--- src/sv/nrp_pkg.sv ---
package nrp_pkg;

  localparam int unsigned MAX_FRAC_DEFAULT = 5;
  localparam int unsigned HDR_LEN          = 6;

  localparam logic [2:0]  POS_DEAD   = 3'd7;
  localparam logic [2:0]  COMMA_MAX  = 3'd7;
  localparam logic [2:0]  FLD_LAT    = 3'd3;
  localparam logic [2:0]  FLD_LAT_HS = 3'd4;
  localparam logic [2:0]  FLD_LON    = 3'd5;
  localparam logic [2:0]  FLD_LON_HS = 3'd6;
  localparam logic [2:0]  E5_DIGITS  = 3'd5;
  localparam logic [31:0] MIN_PER_DEG = 32'd60;
  localparam logic [31:0] MIN_PER_DEG_RECIP = 32'd71582788;
  localparam logic [31:0] E5_SCALE    = 32'd100000;

  localparam logic [7:0] CH_NUL    = 8'h00;
  localparam logic [7:0] CH_SPACE  = 8'h20;
  localparam logic [7:0] CH_LAST   = 8'h7a;
  localparam logic [7:0] CH_STAR   = 8'h2a;
  localparam logic [7:0] CH_COMMA  = 8'h2c;
  localparam logic [7:0] CH_DOT    = 8'h2e;
  localparam logic [7:0] CH_MINUS  = 8'h2d;
  localparam logic [7:0] CH_DOLLAR = 8'h24;
  localparam logic [7:0] CH_ZERO   = 8'h30;
  localparam logic [7:0] CH_NINE   = 8'h39;

  typedef enum logic [1:0] {
    DSEL_DEG,
    DSEL_SCALE,
    DSEL_MIN
  } div_sel_t;

  typedef struct packed {
    logic     capture;
    logic     step;
    logic     use_nul;
    logic     clear;
    logic     div_start;
    div_sel_t div_sel;
    logic     take_deg;
    logic     take_tmp;
    logic     mul_scale;
    logic     mul_deg;
    logic     store;
    logic     load_out;
  } nrp_cmd_t;

  typedef struct packed {
    logic conv_req;
    logic last;
    logic dx_big;
    logic div_done;
    logic div_busy;
  } nrp_status_t;

  function automatic logic [31:0] pow10(input logic [3:0] idx);
    logic [31:0] r;
    unique case (idx)
      4'd0:    r = 32'd1;
      4'd1:    r = 32'd10;
      4'd2:    r = 32'd100;
      4'd3:    r = 32'd1000;
      4'd4:    r = 32'd10000;
      4'd5:    r = 32'd100000;
      4'd6:    r = 32'd1000000;
      4'd7:    r = 32'd10000000;
      4'd8:    r = 32'd100000000;
      4'd9:    r = 32'd1000000000;
      default: r = 32'd1;
    endcase
    return r;
  endfunction

  // floor(2^32 / 10^idx), saturated to 2^32-1 for idx 0; never above the exact reciprocal
  function automatic logic [31:0] pow10_recip(input logic [3:0] idx);
    logic [31:0] r;
    unique case (idx)
      4'd0:    r = 32'hffffffff;
      4'd1:    r = 32'd429496729;
      4'd2:    r = 32'd42949672;
      4'd3:    r = 32'd4294967;
      4'd4:    r = 32'd429496;
      4'd5:    r = 32'd42949;
      4'd6:    r = 32'd4294;
      4'd7:    r = 32'd429;
      4'd8:    r = 32'd42;
      4'd9:    r = 32'd4;
      default: r = 32'hffffffff;
    endcase
    return r;
  endfunction

  function automatic logic [7:0] hdr_char(input logic [2:0] pos);
    logic [7:0] c;
    unique case (pos)
      3'd0:    c = CH_DOLLAR;
      3'd1:    c = 8'h47;
      3'd2:    c = 8'h4e;
      3'd3:    c = 8'h52;
      3'd4:    c = 8'h4d;
      3'd5:    c = 8'h43;
      default: c = CH_NUL;
    endcase
    return c;
  endfunction

endpackage

--- src/sv/nrp_ctrl.sv ---
module nrp_ctrl
  import nrp_pkg::*;
(
  input  logic        clk,
  input  logic        rst,
  input  logic        in_valid,
  output logic        in_ready,
  output logic        out_valid,
  input  logic        out_ready,
  input  nrp_status_t status,
  output nrp_cmd_t    cmd
);

  localparam logic [3:0] S_IDLE    = 4'd0;
  localparam logic [3:0] S_BYTE    = 4'd1;
  localparam logic [3:0] S_DIV1_GO = 4'd2;
  localparam logic [3:0] S_DIV1_W  = 4'd3;
  localparam logic [3:0] S_SCALE   = 4'd4;
  localparam logic [3:0] S_DIV2_W  = 4'd5;
  localparam logic [3:0] S_DIV3_GO = 4'd6;
  localparam logic [3:0] S_DIV3_W  = 4'd7;
  localparam logic [3:0] S_MULDEG  = 4'd8;
  localparam logic [3:0] S_ADD     = 4'd9;
  localparam logic [3:0] S_NUL     = 4'd10;
  localparam logic [3:0] S_LOAD    = 4'd11;

  logic [3:0] state, state_next;
  logic       out_valid_next;
  logic       out_free;

  assign in_ready = (state == S_IDLE);
  assign out_free = !out_valid || out_ready;

  always_comb begin
    state_next = state;
    cmd        = '0;
    cmd.div_sel = DSEL_DEG;
    unique case (state)
      S_IDLE: begin
        cmd.capture = in_valid;
        if (in_valid) begin
          state_next = S_BYTE;
        end
      end
      S_BYTE: begin
        cmd.step = 1'b1;
        if (status.conv_req) begin
          state_next = S_DIV1_GO;
        end else if (status.last) begin
          state_next = S_NUL;
        end else begin
          state_next = S_IDLE;
        end
      end
      S_DIV1_GO: begin
        cmd.div_start = 1'b1;
        cmd.div_sel   = DSEL_DEG;
        state_next    = S_DIV1_W;
      end
      S_DIV1_W: begin
        if (status.div_done) begin
          cmd.take_deg = 1'b1;
          state_next   = S_SCALE;
        end
      end
      S_SCALE: begin
        if (status.dx_big) begin
          cmd.div_start = 1'b1;
          cmd.div_sel   = DSEL_SCALE;
          state_next    = S_DIV2_W;
        end else begin
          cmd.mul_scale = 1'b1;
          state_next    = S_DIV3_GO;
        end
      end
      S_DIV2_W: begin
        if (status.div_done) begin
          cmd.take_tmp = 1'b1;
          state_next   = S_DIV3_GO;
        end
      end
      S_DIV3_GO: begin
        cmd.div_start = 1'b1;
        cmd.div_sel   = DSEL_MIN;
        state_next    = S_DIV3_W;
      end
      S_DIV3_W: begin
        if (status.div_done) begin
          cmd.take_tmp = 1'b1;
          state_next   = S_MULDEG;
        end
      end
      S_MULDEG: begin
        cmd.mul_deg = 1'b1;
        state_next  = S_ADD;
      end
      S_ADD: begin
        cmd.store  = 1'b1;
        state_next = status.last ? S_NUL : S_IDLE;
      end
      S_NUL: begin
        cmd.step    = 1'b1;
        cmd.use_nul = 1'b1;
        state_next  = S_LOAD;
      end
      S_LOAD: begin
        if (out_free) begin
          cmd.load_out = 1'b1;
          cmd.clear    = 1'b1;
          state_next   = S_IDLE;
        end
      end
      default: begin
        state_next = S_IDLE;
      end
    endcase
  end

  always_comb begin
    out_valid_next = out_valid;
    if (cmd.load_out) begin
      out_valid_next = 1'b1;
    end else if (out_ready) begin
      out_valid_next = 1'b0;
    end
  end

  always_ff @(posedge clk) begin
    if (rst) begin
      state     <= S_IDLE;
      out_valid <= 1'b0;
    end else begin
      state     <= state_next;
      out_valid <= out_valid_next;
    end
  end

  a_start_idle_div: assert property (@(posedge clk) disable iff (rst)
    cmd.div_start |-> !status.div_busy)
    else $error("divider started while busy");

  a_accept_steps: assert property (@(posedge clk) disable iff (rst)
    in_valid && in_ready |=> state == S_BYTE)
    else $error("accepted word not processed");

  a_load_shows: assert property (@(posedge clk) disable iff (rst)
    cmd.load_out |=> out_valid)
    else $error("loaded result not presented");

endmodule

--- config.mk ---
export PLATFORM = sky130hd
export DESIGN_NAME = nrp_ctrl
export DESIGN_NICKNAME = d
export VERILOG_FILES = /design/src/sv/nrp_pkg.sv /design/src/sv/nrp_ctrl.sv
export SDC_FILE = /design/constraint.sdc
export NUM_CORES = 1
export LEC_CHECK = 0
export BUFFER_PORTS_ARGS = -buffer_cell sky130_fd_sc_hd__buf_2
export CAP_MARGIN = 20
export CELL_PAD_IN_SITES_DETAIL_PLACEMENT = 1
export CELL_PAD_IN_SITES_GLOBAL_PLACEMENT = 1
export CORE_UTILIZATION = 31
export DETAILED_ROUTE_END_ITERATION = 16
export PLACE_DENSITY_LB_ADDON = 0.1
export SLEW_MARGIN = 10
export SYNTH_ARGS = -nofsm -noshare
export SYNTH_HDL_FRONTEND = slang
export SYNTH_SLANG_ARGS = --single-unit
--- constraint.sdc ---
create_clock -name clk -period 1.3 [get_ports clk]
set_input_delay 0.195 -clock clk [delete_from_list [all_inputs] [get_ports clk]]
set_output_delay 0.195 -clock clk [all_outputs]
set_load 0.01 [all_outputs]
==> reports/qor.csv, run 1 <==
stage;metric;value;unit
yosys;ys_ff_latch;5;
outcome;error;[ERROR DPL-0033] detailed placement checks failed during check placement.;
yosys;syn_nets;82;
placed_design;hpwl;1280;um
yosys;synthCells;73;
yosys;netlist-cell-type-count;34;
cts;cts_buffer_depth;2;
yosys;ys_seq_area_share;18.4;%
sta;grt-worst-endpoint;cmd[1];
outcome;status;stopped before the end;
global_routing;antenna_found_initial;0;
cts;postCtsHoldBufs;0;
sta;worstEpCategory;top-level output;
yosys;syn-cell-area;543;um^2
placed_design;portBuffers;22;
yosys;avgSynthCellArea;7.44;um^2
floorplanning;die_h;43.9;um
cts;cts_sinks;5;
cts;cts_made_buffers;3;
placed_design;gp_congestion;0.795;
floorplanning;start_util;34.4;%
yosys;yosys_warnings;0;
global_routing;grt_start_max_net_pins;11;
floorplanning;num_rows;14;
outcome;haltStage;global routing;
cts;htree_levels;1;
cts;clockRootBuffer;clkbuf_4;
floorplanning;die_x;43.9;um
floorplanning;ios;24;
placed_design;dpl_worst_slack;-0.104;ns
## cells in the mapped netlist (all sizes together)
cell / number / area (um^2)
nor2b: 3 / 21.3
o21ai: 2 / 13.8
and3: 2 / 12.5
o211ai: 1 / 12.5
and2: 1 / 6.26
dfxtp: 5 / 100
nand3: 3 / 15.0
nor2: 7 / 28.8
and4b: 1 / 10.0
xor2: 1 / 8.76
o21a: 1 / 7.51
a31oi: 5 / 31.3
nand2b: 5 / 31.3
nor4: 2 / 18.8
inv: 5 / 18.8
or2: 1 / 6.26
nand4: 1 / 12.5
a22oi: 1 / 7.51
and2b: 1 / 8.76
nor3: 7 / 35.0
o221a: 1 / 11.3
nand2: 2 / 7.51
buf: 7 / 55.1
o32ai: 1 / 16.3
a2111oi: 1 / 15.0
o22ai: 1 / 6.26
a21oi: 5 / 25.0
## timing repair
item | CTS
setup endpoints to repair | 17
buffers inserted | 10
gates cloned | 0
resized for setup | 28
hold endpoints to repair | 0
pin swaps | 7
## logic make-up after synthesis
| family | after synthesis | synth area share [%] |
|---|---|---|
| buf+inv | 12 | 13.6 |
| compound gates | 19 | 27.0 |
| simple gates | 36 | 39.4 |
| xor+xnor | 1 | 1.61 |
| flops | 5 | 18.4 |
## through the flow
stage / cell area [um^2] / TNS (ns) / util, % / std cells
detailed placement: 746 / -0.343 / 47.3 / 121
global placement: 746 / -0.313 / 47.3 / 121
CTS: 965 / -1.16 / 61.2 / 135
floorplan: 543 / 0 / - / 73
==> inputs of run 2 (changes only) <==
--- a/config.mk
+++ b/config.mk
@@ -7,11 +7,10 @@
 export LEC_CHECK = 0
 export BUFFER_PORTS_ARGS = -buffer_cell sky130_fd_sc_hd__buf_2
 export CAP_MARGIN = 20
-export CELL_PAD_IN_SITES_DETAIL_PLACEMENT = 1
-export CELL_PAD_IN_SITES_GLOBAL_PLACEMENT = 1
-export CORE_UTILIZATION = 31
+export CORE_AREA = 2 2 63 65
 export DETAILED_ROUTE_END_ITERATION = 16
-export PLACE_DENSITY_LB_ADDON = 0.1
+export DIE_AREA = 0 0 65 67
+export PLACE_DENSITY_LB_ADDON = 0.15
 export SLEW_MARGIN = 10
 export SYNTH_ARGS = -nofsm -noshare
 export SYNTH_HDL_FRONTEND = slang
==> run 2 against run 1 <==
  * The flow now finishes, with violations (setup timing)
  * Area after synthesis did not move
  * Synthesized cell count did not move
==> reports/qor.csv, run 2 <==
stage;metric;value;unit;change
floorplanning;num_rows;22;;+8
final_layout;biggestRegsByFlops;state (4), out_valid (1);;
sta;min_period_over_period;107;%;
cts;clock_latency;0.22;ns;
setup_path;path_max_fanout;8;;
global_routing;use_met1;10.2;%;
sta;drv_slew;0;;
routing;vias;697;;
final_layout;largest_reg_flops;4;;
yosys;synth-main-ff-cell;dfxtp_1;;
sta;slew_headroom;77.5;%;
sta;finalClockSkew;0.00148;ns;
floorplanning;ios;24;;unchanged
cts;cts_made_buffers;3;;unchanged
yosys;yosysMostFrequentCell;nor3_1;;
yosys;synth_top_area_share;18.4;%;unchanged
sta;fin_ws;-0.0926;ns;
routing;detail-route-antenna-nets;0;;
routing;drc_errors;0;;
final_layout;fillerInstances;383;;
yosys;yosys-top-cells-count;7 x nor3_1, 6 x nor2_1;;
global_routing;grt_pass1_wl;3000;um;
floorplanning;die_h;67;um;+53%
cts;cts_buffer_depth;2;;unchanged
flow_run;drv_cap;0;;
global_routing;grtUsageTotal;8.89;%;
cts;cts_tree;yes;;
sta;fin_crit;1.39;ns;
setup_path;worst-path-stages;5;;
yosys;synthCells;73;;unchanged
sta;tns;-0.768;ns;
global_routing;gr-usage-met3;1.52;%;
final_layout;top_register;state;;
placed_design;hpwl;1330;um;+4.1%
cts;cts_sinks;5;;unchanged
sta;tightest_slew;0.337;ns;
yosys;ys_seq_area_share;18.4;%;unchanged
global_routing;grt_pass1_vias;701;;
setup_path;cp_top_family;buffers and inverters;;
placed_design;place_area;786;um^2;+5.4%
routing;wl_per_cell;10.9;um;
sta;hold_slack;0.236;ns;
yosys;synth.largest_area_cell;dfxtp_1;;
sta;timing.fmax;718;MHz;
global_routing;overflow;0;;
cts;postCtsHoldBufs;0;;unchanged
setup_path;cp_slowest_cell;dfxtp_4;;
hold_path;min_path_cells;2;;
final_layout;most-common-layout-cells;20 x buf_2, 20 x buf_4, 14 x buf_6;;
yosys;synthArstFlopShare;0;%;unchanged
floorplanning;die_x;65;um;+48%
setup_path;critPathCaptureType;output port;;
placed_design;gp_congestion;0.740;;-6.9%
yosys;avgSynthCellArea;7.44;um^2;unchanged
final_layout;nets;134;;
setup_path;reg2regPathDepth;6;;
power_and_ir_drop;max-vdd-ir-drop;194;uV;
final_layout;area_growth;109;%;
cts;clockRootBuffer;clkbuf_8;;
setup_path;path_class;register to output port;;
routing;drtIter0Drc;11;;
routing;viasPerCell;4.05;;
yosys;synth_area_leaders;dfxtp_1 18%, nor3_1 6.5%, a31oi_1 5.8%;;
yosys;ys_ff_latch;5;;unchanged
routing;wl;1870;um;
cts;clk_pin_slew;0.03;ns;
placed_design;dp.cells;153;;+26%
cts;htree_levels;1;;unchanged
yosys;syn_nets;82;;unchanged
setup_path;cp.required;1.11;ns;
outcome;status;finished with violations;;
power_and_ir_drop;p_leak;0.514;nW;
setup_path;start_kind;register;;
hold_path;hold_path_class;input pin to register;;
setup_path;critical-path-max-stage-delay;0.37;ns;
floorplanning;die-area;4360;um^2;
setup_path;crit_arrival;1.20;ns;
power_and_ir_drop;power.density;760;nW/um^2;
global_routing;top_usage_layer;met2;;
floorplanning;start_util;15.1;%;-19 points
sta;setup_viol;14;;
setup_path;critPathBufInv;3;;
outcome;violations;setup timing;;
final_layout;final_cell_area;1130;um^2;
sta;rsz0062_at_grt;true;;
sta;hold_viol;0;;
final_layout;layout.cells.non_filler;172;;
placed_design;portBuffers;22;;unchanged
final_layout;diodes;0;;
yosys;yosys_warnings;0;;unchanged
global_routing;met2_usage;16.0;%;
yosys;netlist-cell-type-count;34;;unchanged
global_routing;grt_start_max_net_pins;12;;
routing;drt_pass1_iterations;4;;
global_routing;antenna_found_initial;0;;
floorplanning;core_region_area;3610;um^2;
setup_path;worstPathCellList;buf_6 -> buf_4 -> a21oi_1 -> nor3_2 -> buf_2;;
yosys;synth_enable_flop_cells;0;;unchanged
final_layout;drive_gt1_share;72.6;%;
yosys;syn-cell-area;543;um^2;unchanged
-- run 2: through the flow --
step | total power [mW] | utilization, % | setup WS, ns
after global routing | 0.920 | 31.4 | -0.165
final | 0.862 | 31.4 | -0.0926
after detailed placement | 0.455 | 21.8 | -0.0902
after global placement | 0.459 | 21.8 | -0.131
after floorplan | 0.339 | - | 0.0512
after CTS | 0.794 | 27.5 | -0.118
-- run 2: final cells by class --
type	count	area, um^2	area share [%]
Timing Repair Buffer	54	408	36.0
Multi-Input combinational cell	56	484	42.7
Tap cell	48	60.1	5.30
Sequential cell	5	115	10.2
Clock buffer	4	45.0	3.97
Inverter	5	21.3	1.88
-- run 2: path summary, 6_finish.rpt --
check | start | end | slack [ns]
setup / recovery | state[1]$_SDFFE_PP0P_ | cmd[8] | -0.09
hold / removal | rst | state[2]$_SDFFE_PP0P_ | 0.24
setup reg to reg | state[0]$_SDFFE_PP0P_ | state[3]$_SDFFE_PP0P_ | -0.07
hold reg to reg | state[3]$_SDFFE_PP0P_ | state[2]$_SDFFE_PP0P_ | 0.63
-- run 2: kinds of logic (layout without fill, tap and decap cells) --
group	Yosys count	in the layout	synth area share, %
buffers and inverters	12	63	13.6
DFF	5	5	18.4
AOI/OAI and AO/OA	19	19	27.0
xor gates and xnor gates	1	1	1.61
and+or+nand+nor	36	36	39.4
-- run 2: what timing repair did --
action	in CTS	in global routing
pin swaps	11	12
setup endpoints to repair	17	17
gates resized for setup	29	19
setup buffers	7	8
-- run 2: metal layers --
metal  part of all wire, %  up-vias
li1                      -      365
met5                     0        -
met3                   2.8        0
met4                     0        0
met1                    43      320
met2                    54       12
-- run 2: report_power, final --
part	internal [mW]	leakage [nW]	switching (mW)	total, mW
Combinational	0.220	0.447	0.178	0.398
Sequential	0.163	0.0436	0.0240	0.187
Clock	0.210	0.0228	0.0678	0.277
Note: power is estimated with default switching activity, not from simulation.
